$ cat src/hdl/blsp_pkg.sv
// Shared types and constants of the Bresenham line stepper.
package blsp_pkg;

  localparam int unsigned CoordW      = 6;   // port width of a coordinate
  localparam int unsigned CoordBitsDef = 6;  // default tile size exponent
  localparam int unsigned ErrW        = CoordW + 3;
  localparam int unsigned LineQDepth  = 2;

  typedef struct packed {
    logic [CoordW-1:0] start_x;
    logic [CoordW-1:0] start_y;
    logic [CoordW-1:0] end_x;
    logic [CoordW-1:0] end_y;
  } blsp_req_t;

  typedef struct packed {
    logic [CoordW-1:0] pixel_x;
    logic [CoordW-1:0] pixel_y;
    logic              last_pixel;
  } blsp_pixel_t;

  // Classified line, ready to walk.
  typedef struct packed {
    logic [CoordW-1:0] start_x;
    logic [CoordW-1:0] start_y;
    logic [CoordW-1:0] major_end;
    logic [ErrW-1:0]   err;     // signed start decision value
    logic [ErrW-1:0]   inc_a;   // signed, added when the minor axis stays
    logic [ErrW-1:0]   inc_b;   // signed, added when the minor axis moves
    logic              minor_up;
    logic              y_major;
  } blsp_line_t;

  typedef struct packed {
    logic empty;
    logic full;
  } blsp_qstat_t;

endpackage

$ cat src/hdl/blsp_front.sv
// Front end: classifies a line request into walking parameters.
module blsp_front #(
  parameter int unsigned COORD_BITS = blsp_pkg::CoordBitsDef
) (
  input  blsp_pkg::blsp_req_t  req_i,
  output blsp_pkg::blsp_line_t line_o
);
  import blsp_pkg::*;

  localparam logic [CoordW-1:0] CoordMask = CoordW'((1 << COORD_BITS) - 1);

  logic [CoordW-1:0] sx, sy, ex, ey;
  logic signed [CoordW:0] dx, dy;
  logic [CoordW-1:0] adx, ady, maj_abs, min_abs;
  logic y_major, neg_major;

  always_comb begin
    sx = req_i.start_x & CoordMask;
    sy = req_i.start_y & CoordMask;
    ex = req_i.end_x & CoordMask;
    ey = req_i.end_y & CoordMask;
    dx = $signed({1'b0, ex}) - $signed({1'b0, sx});
    dy = $signed({1'b0, ey}) - $signed({1'b0, sy});
    adx = dx[CoordW] ? CoordW'(-dx) : dx[CoordW-1:0];
    ady = dy[CoordW] ? CoordW'(-dy) : dy[CoordW-1:0];
    y_major = ady > adx;
    maj_abs = y_major ? ady : adx;
    min_abs = y_major ? adx : ady;
    neg_major = y_major ? dy[CoordW] : dx[CoordW];

    // walk always runs toward the larger major coordinate
    line_o.start_x   = neg_major ? ex : sx;
    line_o.start_y   = neg_major ? ey : sy;
    if (y_major) begin
      line_o.major_end = neg_major ? sy : ey;
    end else begin
      line_o.major_end = neg_major ? sx : ex;
    end
    line_o.err   = {2'b00, min_abs, 1'b0} - {3'b000, maj_abs};
    line_o.inc_a = {2'b00, min_abs, 1'b0};
    line_o.inc_b = {2'b00, min_abs, 1'b0} - {2'b00, maj_abs, 1'b0};
    line_o.minor_up = (dx < 0 && dy < 0) || (dx > 0 && dy > 0);
    line_o.y_major  = y_major;
  end

endmodule

$ cat src/hdl/blsp_line_q.sv
// Short queue of classified lines between front end and walker.
module blsp_line_q #(
  parameter int unsigned DEPTH = blsp_pkg::LineQDepth
) (
  input  logic                 clk_i,
  input  logic                 rst_ni,
  input  logic                 wr_i,
  input  blsp_pkg::blsp_line_t wdata_i,
  input  logic                 rd_i,
  output blsp_pkg::blsp_line_t rdata_o,
  output blsp_pkg::blsp_qstat_t stat_o
);
  import blsp_pkg::*;

  localparam int unsigned PtrW = (DEPTH > 1) ? $clog2(DEPTH) : 1;
  localparam int unsigned CntW = $clog2(DEPTH + 1);

  blsp_line_t mem [DEPTH];
  logic [PtrW-1:0] wr_ptr_q, wr_ptr_d, rd_ptr_q, rd_ptr_d;
  logic [CntW-1:0] cnt_q, cnt_d;
  logic do_wr, do_rd;

  assign stat_o.empty = (cnt_q == '0);
  assign stat_o.full  = (cnt_q == CntW'(DEPTH));
  assign do_wr = wr_i && !stat_o.full;
  assign do_rd = rd_i && !stat_o.empty;
  assign rdata_o = mem[rd_ptr_q];

  always_comb begin
    wr_ptr_d = wr_ptr_q;
    rd_ptr_d = rd_ptr_q;
    if (do_wr) begin
      wr_ptr_d = (wr_ptr_q == PtrW'(DEPTH - 1)) ? '0 : wr_ptr_q + 1'b1;
    end
    if (do_rd) begin
      rd_ptr_d = (rd_ptr_q == PtrW'(DEPTH - 1)) ? '0 : rd_ptr_q + 1'b1;
    end
    cnt_d = cnt_q + CntW'(do_wr) - CntW'(do_rd);
  end

  always_ff @(posedge clk_i or negedge rst_ni) begin
    if (!rst_ni) begin
      wr_ptr_q <= '0;
      rd_ptr_q <= '0;
      cnt_q    <= '0;
    end else begin
      wr_ptr_q <= wr_ptr_d;
      rd_ptr_q <= rd_ptr_d;
      cnt_q    <= cnt_d;
    end
  end

  always_ff @(posedge clk_i) begin
    if (do_wr) begin
      mem[wr_ptr_q] <= wdata_i;
    end
  end

endmodule

$ cat src/hdl/blsp_walker.sv
// Back end: walks one line a pixel per cycle into the output register, while that register is free or popped.
module blsp_walker #(
  parameter int unsigned COORD_BITS = blsp_pkg::CoordBitsDef
) (
  input  logic                 clk_i,
  input  logic                 rst_ni,
  input  blsp_pkg::blsp_line_t line_i,
  input  logic                 line_avail_i,
  output logic                 line_take_o,
  output logic                 active_o,
  output logic                 empty,
  input  logic                 pop,
  output blsp_pkg::blsp_pixel_t pixel_o
);
  import blsp_pkg::*;

  localparam logic [CoordW-1:0] CoordMask = CoordW'((1 << COORD_BITS) - 1);

  logic              active_q, active_d;
  logic              out_vld_q, out_vld_d;
  blsp_pixel_t       out_q, out_d;
  logic [CoordW-1:0] x_q, x_d, y_q, y_d, end_q, end_d;
  logic [ErrW-1:0]   err_q, err_d, inc_a_q, inc_a_d, inc_b_q, inc_b_d;
  logic              up_q, up_d, ymaj_q, ymaj_d;

  logic              slot_free, step, last, move_minor;
  logic [CoordW-1:0] minor_cur, minor_nxt;

  assign slot_free   = !out_vld_q || pop;
  assign step        = active_q && slot_free;
  assign line_take_o = !active_q && line_avail_i;
  assign active_o    = active_q;
  assign empty       = !out_vld_q;
  assign pixel_o     = out_q;

  always_comb begin
    last       = ymaj_q ? (y_q == end_q) : (x_q == end_q);
    // x-major moves on err >= 0, y-major only on err > 0
    move_minor = ymaj_q ? ($signed(err_q) > 0) : ($signed(err_q) >= 0);
    minor_cur  = ymaj_q ? x_q : y_q;
    minor_nxt  = (up_q ? minor_cur + 1'b1 : minor_cur - 1'b1) & CoordMask;
  end

  always_comb begin
    active_d  = active_q;
    out_vld_d = out_vld_q;
    out_d     = out_q;
    x_d       = x_q;
    y_d       = y_q;
    end_d     = end_q;
    err_d     = err_q;
    inc_a_d   = inc_a_q;
    inc_b_d   = inc_b_q;
    up_d      = up_q;
    ymaj_d    = ymaj_q;
    if (line_take_o) begin
      active_d = 1'b1;
      x_d      = line_i.start_x;
      y_d      = line_i.start_y;
      end_d    = line_i.major_end;
      err_d    = line_i.err;
      inc_a_d  = line_i.inc_a;
      inc_b_d  = line_i.inc_b;
      up_d     = line_i.minor_up;
      ymaj_d   = line_i.y_major;
    end
    if (slot_free) begin
      out_vld_d = 1'b0;
    end
    if (step) begin
      out_vld_d        = 1'b1;
      out_d.pixel_x    = x_q;
      out_d.pixel_y    = y_q;
      out_d.last_pixel = last;
      if (last) begin
        active_d = 1'b0;
      end else begin
        err_d = err_q + (move_minor ? inc_b_q : inc_a_q);
        if (ymaj_q) begin
          y_d = y_q + 1'b1;
          if (move_minor) begin
            x_d = minor_nxt;
          end
        end else begin
          x_d = x_q + 1'b1;
          if (move_minor) begin
            y_d = minor_nxt;
          end
        end
      end
    end
  end

  always_ff @(posedge clk_i or negedge rst_ni) begin
    if (!rst_ni) begin
      active_q  <= 1'b0;
      out_vld_q <= 1'b0;
    end else begin
      active_q  <= active_d;
      out_vld_q <= out_vld_d;
    end
  end

  always_ff @(posedge clk_i) begin
    out_q   <= out_d;
    x_q     <= x_d;
    y_q     <= y_d;
    end_q   <= end_d;
    err_q   <= err_d;
    inc_a_q <= inc_a_d;
    inc_b_q <= inc_b_d;
    up_q    <= up_d;
    ymaj_q  <= ymaj_d;
  end

endmodule

$ cat src/hdl/bresenham_line_stepper.sv
// Bresenham line stepper: one line request in, its pixel run out.
//
// Input channel: a request (two endpoints) is taken when push is high and
// full is low. The front end classifies it at once and places it in a
// two-entry line queue, so requests are taken while a line is being walked.
// Output channel: while empty is low, pixel_o holds the oldest pixel; it is
// taken when pop is high. The final pixel of a line has last_pixel set.
// Pixels run from the endpoint with the smaller major-axis coordinate.
// A request passes the line queue, the walker's line registers and the output
// register before its first pixel shows. The walker loads a line when idle,
// then emits one pixel a cycle while the receiver keeps taking them; the
// walker loop and its single output register set this rate.
// When the receiver stalls, the walker holds its pixel and waits; the queue
// fills and full rises after two more requests.
// Reset clears the queue, the walker and the output register; no item is
// held afterwards.
module bresenham_line_stepper #(
  parameter int unsigned COORD_BITS = blsp_pkg::CoordBitsDef
) (
  input  logic                  clk_i,
  input  logic                  rst_ni,
  input  logic                  push,
  output logic                  full,
  input  blsp_pkg::blsp_req_t   req_i,
  output logic                  empty,
  input  logic                  pop,
  output blsp_pkg::blsp_pixel_t pixel_o
);
  import blsp_pkg::*;

  blsp_line_t  fr_line, q_line;
  blsp_qstat_t q_stat;
  logic        q_take, walk_active;

  assign full = q_stat.full;

  blsp_front #(
    .COORD_BITS(COORD_BITS)
  ) u_front (
    .req_i (req_i),
    .line_o(fr_line)
  );

  blsp_line_q #(
    .DEPTH(LineQDepth)
  ) u_line_q (
    .clk_i  (clk_i),
    .rst_ni (rst_ni),
    .wr_i   (push),
    .wdata_i(fr_line),
    .rd_i   (q_take),
    .rdata_o(q_line),
    .stat_o (q_stat)
  );

  blsp_walker #(
    .COORD_BITS(COORD_BITS)
  ) u_walker (
    .clk_i       (clk_i),
    .rst_ni      (rst_ni),
    .line_i      (q_line),
    .line_avail_i(!q_stat.empty),
    .line_take_o (q_take),
    .active_o    (walk_active),
    .empty       (empty),
    .pop         (pop),
    .pixel_o     (pixel_o)
  );

  // a pixel that is not the last one means the line is still being walked
  a_mid_line_active: assert property (@(posedge clk_i) disable iff (!rst_ni)
    (!empty && !pixel_o.last_pixel) |-> walk_active)
    else $error("pixel without last flag while walker idle");

  // popping a mid-line pixel refills the output register right away
  a_no_gap_in_line: assert property (@(posedge clk_i) disable iff (!rst_ni)
    (!empty && pop && !pixel_o.last_pixel) |=> !empty)
    else $error("gap in pixel run");

  // a request into an empty queue makes it non-empty in the next cycle
  a_queue_holds: assert property (@(posedge clk_i) disable iff (!rst_ni)
    (push && !full && q_stat.empty) |=> !q_stat.empty)
    else $error("accepted request lost in line queue");

endmodule
$ cat config.mk
export PLATFORM = sky130hd
export DESIGN_NAME = bresenham_line_stepper
export DESIGN_NICKNAME = d
export VERILOG_FILES = /design/src/hdl/blsp_pkg.sv /design/src/hdl/blsp_front.sv /design/src/hdl/blsp_line_q.sv /design/src/hdl/blsp_walker.sv /design/src/hdl/bresenham_line_stepper.sv
export SDC_FILE = /design/constraint.sdc
export NUM_CORES = 1
export LEC_CHECK = 0
export ABC_AREA = 1
export BUFFER_PORTS_ARGS = -buffer_cell sky130_fd_sc_hd__buf_2
export CORE_AREA = 2 2 141 143
export CTS_CLUSTER_SIZE = 24
export DETAILED_ROUTE_END_ITERATION = 8
export DIE_AREA = 0 0 143 145
export PLACE_DENSITY = 0.66
export SLEW_MARGIN = 20
export SYNTH_ARGS = -nofsm -noshare
export SYNTH_HDL_FRONTEND = slang
export SYNTH_HIERARCHICAL = 1
export SYNTH_SLANG_ARGS = --single-unit
$ cat constraint.sdc
create_clock -name clk_i -period 7 [get_ports clk_i]
set_input_delay 1.05 -clock clk_i [delete_from_list [all_inputs] [get_ports clk_i]]
set_output_delay 1.05 -clock clk_i [all_outputs]
set_load 0.02 [all_outputs]
Word level (Yosys, flattened, before mapping) --
Memories as Yosys holds them, arrays and structs flattened. Cells that the tools add are included.
Cells by class: add/sub/neg operators 15, order comparisons 7, equality and inequality tests 3, multiplexer cells 37, reductions and logical operators 14
Operators by type and width (number):
- $mux W6 | 21
- $mux W9 | 4
- $add A6 B1 Y6 const B | 3
- $gt A7 B1 Y1 const B | 2
- $lt A7 B1 Y1 const B | 2
- $sub A6 B6 Y7 | 2
- $eq A6 B6 Y1 | 2
- $mux W1 | 12
- $neg A6 Y6 | 2
- $add A9 B9 Y9 | 1
- $ge A9 B1 Y1 const B | 1
- $gt A9 B1 Y1 const B | 1
- $sub A7 B6 Y8 | 1
- $sub A7 B7 Y8 | 1
- $gt A6 B6 Y1 | 1
- $logic_and A1 B1 Y1 | 6
- $sub A6 B1 Y6 const B | 1
- $logic_not A1 Y1 | 4
- $add A1 B1 Y1 const B | 2
- $add A2 B1 Y2 | 1
- $eq A2 B2 Y1 const B | 1
- $logic_not A2 Y1 | 1
- $logic_or A1 B1 Y1 | 2
- $reduce_bool A2 Y1 | 1
- $sub A2 B1 Y2 | 1
Storage, ports and cells: register bits 66, RAM bits 88, input bits 28, output and inout port bits 15, word-level logic and storage cells 93, memories kept 1
Memories:
- u_line_q.mem | words 2, width 44, read ports 1, clocked after Yosys merged registers in 0, wr ports 1, RTL line blsp_line_q.sv:18 | blsp_line_t mem [DEPTH];

Longest topological paths before layout --
Gate-level depths: netlist of the first run.
depth after elaboration 8, gate-level depth with buffers 31

Modules after synthesis --
Netlist of the first run, hierarchy kept.
By module, submodules not included:
- blsp_walker | instances 1, cells an instance 473, area each 3691.0 µm²
- blsp_line_q | instances 1, cells an instance 279, area each 3646.0 µm²
- blsp_front | instances 1, cells an instance 381, area each 2163.3 µm²
- bresenham_line_stepper | instances 1, cells an instance 1, area each 3.8 µm²

Worst setup path after synthesis of the first run --
No wires, ideal clock.
kind input-to-reg, start input req_i[6] (netlist bit), end memory u_line_q/mem[0][28] (netlist bit) (data pin), setup time 0.252 ns, data arrival time 4.773 ns, required time 6.748 ns, slack 1.975 ns, stages 30, path buffers 4, path through inv_1 -> ha_1 -> inv_1 -> fa_1 -> nand3_2 -> a31oi_1 -> nor2_1 -> inv_1 -> buf_4 -> nor2_1 -> xnor2_1 -> inv_1 -> ha_1 -> nand2_1 -> inv_1 -> o21ai_0 -> nand2_1 -> nand3_2 -> nand2_2 -> nand2_2 -> buf_6 -> buf_8 -> nand2_1 -> o21ai_2 -> ha_1 -> a21oi_1 -> o211ai_1 -> o21bai_1 -> inv_1 -> buf_4
Between the ends: word-level cells in the longest chain between the ends 7, elaborated cells on any way between the ends 8, classes of those cells add/sub: 2; order compare: 1; mux: 5
Ends and longest elaborated chain:
- start: declaration | RTL line bresenham_line_stepper.sv:24 | input blsp_pkg::blsp_req_t req_i,
- $sub A6 B6 Y7 * | RTL line blsp_front.sv:22 | dx = $signed({1'b0, ex}) - $signed({1'b0, sx});
- $neg A6 Y6 | RTL line blsp_front.sv:24 | adx = dx[CoordW] ? CoordW'(-dx) : dx[CoordW-1:0];
- $mux W6 | RTL line blsp_front.sv:24
- $gt A6 B6 Y1 | RTL line blsp_front.sv:26 | y_major = ady > adx;
- $mux W1 | RTL line blsp_front.sv:29 | neg_major = y_major ? dy[CoordW] : dx[CoordW];
- $mux W6, on equally long branches | RTL line blsp_front.sv:37, blsp_front.sv:35
- $mux W6 * | RTL line blsp_front.sv:34 | if (y_major) begin
- end: declaration | RTL line blsp_line_q.sv:18
Every way passes the cells marked *; elsewhere a longest branch is shown, timed or not.

Worst setup path in the final report of the first run --
start input req_i[0] (netlist bit), end memory u_line_q/mem[0][28] (netlist bit) (data pin)
Between the ends: word-level cells in the longest chain between the ends 7, elaborated cells on any way between the ends 8, classes of those cells add/sub: 2; order compare: 1; mux: 5
Ends and longest elaborated chain:
- $sub A6 B6 Y7 * | RTL line blsp_front.sv:23 | dy = $signed({1'b0, ey}) - $signed({1'b0, sy});
- $neg A6 Y6 | RTL line blsp_front.sv:25 | ady = dy[CoordW] ? CoordW'(-dy) : dy[CoordW-1:0];
- $mux W6 | RTL line blsp_front.sv:25
- $gt A6 B6 Y1 | RTL line blsp_front.sv:26
- $mux W1 | RTL line blsp_front.sv:29
- $mux W6, on equally long branches | RTL line blsp_front.sv:37, blsp_front.sv:35
- $mux W6 * | RTL line blsp_front.sv:34
Marked as above.

==> flow_metrics.env, run 1 <==
export IMPL_outcome="complete, no violations"
export IMPL_p_leak_nw=4.951
export IMPL_power_density_nw_per_um2=518.7
export IMPL_skew_ps=13.85
export IMPL_via_per_inst=4.904
export IMPL_rsz0062_at_grt="false"
export IMPL_cap_violations=0
export IMPL_detail_route_wl_per_cell_um=13.48
export IMPL_setup_ws_ps=1555
export IMPL_ctsHoldBuffers=0
export IMPL_crit_type="primary input to flop"
export IMPL_max_freq_mhz=183.6
export IMPL_r2r_setup_slack_ps=3590
export IMPL_grt_pass1_vias=6388
export IMPL_relSlewSlack=0.2725
export IMPL_gp_congestion=0.8623
export IMPL_synth_warning_count=6
export IMPL_cts_resized_gates=0
export IMPL_grt_max_degree=56
export IMPL_placed_area_sq_um=9804
export IMPL_hpwl_um=13740
export IMPL_dieArea_sq_um=20740
export IMPL_syn_area_sq_um=9504
export IMPL_yosys_area_top_type_share=0.4202
export IMPL_syn_area_per_cell_sq_um=8.381
export IMPL_htree_levels=4
export IMPL_synth_cell_types=50
export IMPL_crit_chain="buf_2, inv_1, ha_1, fa_1, nor3_1, nor2_2, inv_1, or2_2, xor2_1, inv_1, ha_1, nand2_1, inv_1, o21ai_0, nand2_1, nand3_2, nand2_2, nand2_2, o21ai_0, ha_1, a21oi_1, o211ai_1, o21bai_1, inv_1"
export IMPL_vias=7076
export IMPL_power_switching_share=0.4432
export IMPL_multi_input_area_sq_um=4145
export IMPL_routed_wl_um=19450
export IMPL_final_cells=1443
export IMPL_p_seq_frac=0.335
export IMPL_hp_class="primary input to asynchronous set/reset pin"
export IMPL_arrival_ps=5730
export IMPL_yosysMostFrequentCell="nand2_1"
export IMPL_rows=51
export IMPL_r2r_cells=16
export IMPL_final_seq_area_sq_um=4564
export IMPL_overflow=0
export IMPL_synth_area_top_cells="edfxtp_1 42%, nand2_1 18%, ha_1 5.3%, inv_1 5.0%, dfxtp_1 4.4%"
export IMPL_drc=0
export IMPL_max_stage_delay_ps=560
export IMPL_netlist_instances=1134
export IMPL_fin_util=0.5426
export IMPL_fin_crit_sh=0.7779
export IMPL_vdd_ir_drop_max_mv=0.1569
export IMPL_n_antenna_cell=0
export IMPL_hold_viol=0
export IMPL_antenna_left=0
export IMPL_ys_dominant_reg_cell="edfxtp_1"
export IMPL_root_buffer="clkbuf_16"
export IMPL_fin_crit_ps=5445
export IMPL_antenna_found_initial=0
export IMPL_timing_rr_end="u_walker/err_q[8]"
export IMPL_p_total_mw=5.405
export IMPL_p_sw_mw=2.396
export IMPL_seq_area_frac_synth=0.4803
export IMPL_internal_power_mw=3.009
export IMPL_synth_edf_count=133
export IMPL_start_util=0.4948
export IMPL_endpoint_kind="flop"
export IMPL_cp_max_fo=29
export IMPL_power_frac_comb=0.491
export IMPL_cts_tree="yes"
export IMPL_firstDrtPassIters=5
export IMPL_gr_usage_all_layers=0.1970
export IMPL_drt_iter0_drc=647
export IMPL_worst_path_most_repeated_cell="inv_1"
export IMPL_clock_path_buffers=2
export IMPL_final_layout_size_suffix_gt1_frac=0.1290
export IMPL_hold_slack_ps=431.6
export IMPL_pwr_share_clk=0.174
export IMPL_slew_violations=0
export IMPL_worst_skew_pair_late_latency_ps=430
export IMPL_clock_sinks=160
export IMPL_synth_seq_cells=160
export IMPL_setup_viol=0
export IMPL_nets=1238
export IMPL_clk_pin_slew_ps=70
export IMPL_dpl_cell_count=1411
export IMPL_tns_ps=0
export IMPL_worst_pin_slew_ps=1091
export IMPL_io_pin_count=43
export IMPL_syn_to_final_growth_pct=9.649
export IMPL_postCtsSetupBuffers=0
export IMPL_worst_setup_path_start_kind="primary input"
export IMPL_portBuffers=42
export IMPL_crit_required_ps=7280
export IMPL_fillers=1725
export IMPL_synth_common_cells="456 x nand2_1, 133 x edfxtp_1, 126 x inv_1"
export IMPL_r2r_start="u_walker/ymaj_q"
export IMPL_place_ws_ps=1141
export IMPL_numCtsBuffers=17
export IMPL_core_sq_um=19210
export IMPL_grt_pass1_wl_um=32170
export IMPL_crit_path_top_delay_cell="o21ai_0"
export IMPL_design_area_sq_um=10420
export IMPL_synth_top_cell_by_area="edfxtp_1"
export IMPL_async_reset_ff_frac=0.03750
export IMPL_die_h_um=145
export IMPL_dieWidth_um=143
-- per-layer routing --
metal	track usage	up-vias	part of all wire	wire [um]
met1	0.2793	3156	0.48	9299
met2	0.3053	169	0.46	8860
met3	0.03333	24	0.047	907
li1	-	3727	-	-
met4	0.06931	0	0.019	378
met5	0	-	0	0
-- cell families (layout without fill, tap and decap cells) --
group | after synthesis | after routing | share of synthesized area
and+or+nand+nor | 634 | 634 | 0.2862
other | 1 | 4 | 0.0003946
AOI/OAI and AO/OA | 105 | 105 | 0.06859
adders and majority gates | 45 | 45 | 0.06319
muxes | 1 | 1 | 0.001053
buffers and inverters | 172 | 213 | 0.08557
xor gates and xnor gates | 16 | 16 | 0.01474
DFF | 160 | 160 | 0.4803
-- critical path, delay by kind of cell --
| kind | cells | cell delay (ps) |
|---|---|---|
| compound gates | 5 | 1160 |
| xor+xnor | 1 | 210 |
| fa+ha+maj | 4 | 1370 |
| buf+inv | 6 | 680 |
| simple gates | 8 | 1270 |
-- power by group through the flow --
stage	Clock, mW	Combinational [mW]	Sequential [mW]
detailed placement	0	2.64	1.83
global placement	0	2.61	1.82
CTS	0.957	2.66	1.81
finish	0.942	2.65	1.81
global route	0.999	3.04	1.85
floorplan	0	2.10	1.83
-- sequential cells by signal, summed over array words and instances (netlist names) --
| register | count |
|---|---|
| u_walker/y_q | 6 |
| u_walker/inc_a_q | 9 |
| u_walker/active_o | 1 |
| u_walker/pixel_o | 13 |
| u_walker/inc_b_q | 9 |
| u_walker/out_vld_q | 1 |
| u_walker/end_q | 6 |
| u_walker/ymaj_q | 1 |
| u_walker/x_q | 6 |
| u_walker/up_q | 1 |
| u_line_q/mem | 94 |
| u_line_q/rd_ptr_q | 1 |
| u_line_q/cnt_q | 2 |
| u_line_q/wr_ptr_q | 1 |
| u_walker/err_q | 9 |
-- layout by cell type (no fill, tap or decap), types with 6 or more instances in the layout --
cell type	Yosys	final
nand2_1	456	456
edfxtp_1	133	133
inv_1	126	125
nand3_1	59	59
buf_2	9	42
nor2_1	43	42
ha_1	40	40
o21ai_0	36	36
nand2_2	32	32
a21oi_1	23	23
dfxtp_1	21	21
clkbuf_16	0	17
o21ai_1	16	16
xor2_1	11	11
nand3_2	8	8
nand3b_1	8	8
nand4_1	8	8
o211ai_1	8	8
inv_2	5	6
o211ai_2	6	6
dfrtp_1	6	6
-- cell type report --
cell class / instances / share of cell area
inverters: 134 / 0.04947
multi-input cells: 805 / 0.3978
well taps: 265 / 0.03182
clock buffers: 17 / 0.04082
clock inverters: 15 / 0.01837
flip-flops and latches: 160 / 0.4380
repair buffers: 47 / 0.02377
-- how the worst max path moves through the flow --
stage	startpoint	endpoint	slack [ps]	depth (start not counted)
2_1_floorplan	req_i[6]	u_line_q/mem[0][28]	1970	30
3_3_place_gp	req_i[0]	u_line_q/mem[0][27]	1240	24
3_5_place_dp	req_i[6]	u_line_q/mem[0][10]	1140	25
4_1_cts	req_i[0]	u_line_q/mem[0][28]	1560	24
5_1_grt	req_i[0]	u_line_q/mem[0][28]	960	24
6_report	req_i[0]	u_line_q/mem[0][28]	1550	24
Power figures use the tool's default switching activity.
==> run 2, diff against run 1 <==
--- a/config.mk
+++ b/config.mk
@@ -11,7 +11,7 @@
 export CTS_CLUSTER_SIZE = 24
 export DETAILED_ROUTE_END_ITERATION = 8
 export DIE_AREA = 0 0 143 145
-export PLACE_DENSITY = 0.66
+export PLACE_DENSITY = 0.69
 export SLEW_MARGIN = 20
 export SYNTH_ARGS = -nofsm -noshare
 export SYNTH_HDL_FRONTEND = slang
==> constraint.sdc (replaced) <==
create_clock -name clk_i -period 4.7 [get_ports clk_i]
set_input_delay 0.705 -clock clk_i [delete_from_list [all_inputs] [get_ports clk_i]]
set_output_delay 0.705 -clock clk_i [all_outputs]
set_load 0.02 [all_outputs]
==> run 2 against run 1 <==
- worst hold slack lost 340 ps
- die area did not move
- clock skew is 6.2 ps lower
- register-to-register slack worse by 2000 ps
- critical path depth increased by 1
- count of clock-buffer cells in the layout increased by 1
- sequential power up 50%
- global-route usage is 0.66 points higher
- non-clock buffer count is 25 higher
- critical path type unchanged
- largest cell class unchanged
==> flow_metrics.env, run 2 (synthesis gave the netlist of run 1 again) <==
export IMPL_outcome="complete, no violations"
export IMPL_cap_violations=0
export IMPL_worst_setup_path_start_kind="primary input"
export IMPL_endpoint_kind="flop"
export IMPL_hp_class="primary input to asynchronous set/reset pin"
export IMPL_max_freq_mhz=234.2
export IMPL_r2r_setup_slack_ps=1550
export IMPL_dieArea_sq_um=20740
export IMPL_final_layout_size_suffix_gt1_frac=0.1478
export IMPL_worst_pin_slew_ps=1065
export IMPL_final_seq_area_sq_um=4564
export IMPL_ctsHoldBuffers=0
export IMPL_drt_iter0_drc=575
export IMPL_die_h_um=145
export IMPL_cts_resized_gates=0
export IMPL_worst_path_most_repeated_cell="nand2_1"
export IMPL_fin_util=0.5534
export IMPL_fillers=1705
export IMPL_overflow=0
export IMPL_rows=51
export IMPL_clk_pin_slew_ps=70
export IMPL_arrival_ps=4450
export IMPL_nets=1264
export IMPL_dieWidth_um=143
export IMPL_r2r_start="u_walker/ymaj_q"
export IMPL_routed_wl_um=20130
export IMPL_root_buffer="clkbuf_16"
export IMPL_via_per_inst=5.053
export IMPL_antenna_found_initial=0
export IMPL_detail_route_wl_per_cell_um=13.70
export IMPL_drc=0
export IMPL_crit_path_top_delay_cell="fa_1"
export IMPL_cp_depth=25
export IMPL_syn_to_final_growth_pct=11.83
export IMPL_multi_input_area_sq_um=4163
export IMPL_largest_reg_flops=94
export IMPL_power_density_nw_per_um2=776.4
export IMPL_fin_crit_ps=4269
export IMPL_p_leak_nw=5.073
export IMPL_grt_max_degree=50
export IMPL_clock_sinks=160
export IMPL_start_util=0.4948
export IMPL_io_pin_count=43
export IMPL_cts_tree="yes"
export IMPL_vdd_ir_drop_max_mv=0.3366
export IMPL_postCtsSetupBuffers=0
export IMPL_antenna_left=0
export IMPL_max_stage_delay_ps=470
export IMPL_tns_ps=0
export IMPL_gr_usage_all_layers=0.2036
export IMPL_worst_skew_pair_late_latency_ps=430
export IMPL_slew_violations=0
export IMPL_fin_crit_sh=0.9083
export IMPL_cp_max_fo=19
export IMPL_crit_family="simple AND/OR/NAND/NOR gates"
export IMPL_worst_path_buf_inv=4
export IMPL_place_ws_ps=-176.0
export IMPL_skew_ps=7.697
export IMPL_timing_rr_end="u_walker/err_q[8]"
export IMPL_crit_type="primary input to flop"
export IMPL_portBuffers=42
export IMPL_hpwl_um=14170
export IMPL_hold_viol=0
export IMPL_clock_path_buffers=2
export IMPL_core_sq_um=19210
export IMPL_vias=7423
export IMPL_n_antenna_cell=0
export IMPL_rsz0062_at_grt="false"
export IMPL_gp_congestion=0.8965
export IMPL_layout_common_cells="456 x nand2_1, 133 x edfxtp_1, 125 x inv_1, 59 x nand3_1"
export IMPL_grt_pass1_wl_um=33670
export IMPL_final_common_cell="nand2_1"
export IMPL_r2r_cells=15
export IMPL_relSlewSlack=0.2899
export IMPL_setup_viol=0
export IMPL_firstDrtPassIters=5
export IMPL_crit_required_ps=4880
export IMPL_setup_ws_ps=430.8
export IMPL_top_register="u_line_q/mem"
export IMPL_numCtsBuffers=17
export IMPL_grt_pass1_vias=6944
export IMPL_htree_levels=4
[run 2: cell count changes in the layout (fill, tap and decap cells not counted), moves of 2 or more]
cell | previous run | this run
bufinv_16 | 1 | 3
clkinv_8 | 4 | 0
buf_4 | 5 | 30
clkinvlp_4 | 1 | 3
[run 2: routing by layer]
layer,GRT usage,vias up,share of wire
li1,-,3784,-
met1,0.2828,3392,0.46
met2,0.3270,217,0.47
met3,0.03333,30,0.048
met4,0.06287,0,0.017
met5,0,-,0
[run 2: worst max path at each step]
stage	start	endpoint	slack, ps
6_report	req_i[0]	u_line_q/mem[0][7]	430
5_1_grt	req_i[0]	u_line_q/mem[0][25]	50
4_1_cts	req_i[0]	u_line_q/mem[0][33]	270
3_5_place_dp	req_i[0]	u_line_q/mem[0][33]	-180
3_3_place_gp	req_i[0]	u_line_q/mem[0][29]	-10
2_1_floorplan	req_i[6]	u_line_q/mem[0][28]	20
[run 2: final cells by class]
class	count	area share
Clock buffer	18	0.04038
Sequential cell	160	0.4294
Inverter	134	0.04850
Multi-Input combinational cell	806	0.3916
Timing Repair Buffer	72	0.04097
Tap cell	265	0.03119
Clock inverter	14	0.01789
[run 2: worst register-to-register path, cell delays in order (launching register included)]
cell and delay [ps]:
edfxtp_1 450, inv_8 110, nor2_4 110, nand2_2 60
o21ai_4 480, inv_2 310, nand2_1 120, nand2_1 60
ha_1 220, fa_1 430, nand3_1 100, nand2_1 120
a31oi_1 230, nand3_1 120, nand3_2 80, nand2_1 40
[run 2: metrics by stage]
step           hold WS, ps  cell area (sq um)  power [mW]  instances
3_3_place_gp         453.0               9992       6.661       1436
6_report             90.53              10630       8.252       1469
5_1_grt              87.93              10630       8.973       1469
3_5_place_dp         465.6               9992       6.762       1436
4_1_cts              82.75              10610       8.236       1468
2_1_floorplan        409.4               9515       5.853       1137
[run 2: where the power goes]
part,internal (mW),total (mW),switching (mW)
registers,2.44,2.71,0.265
clock network,0.853,1.44,0.591
logic,1.38,4.10,2.72
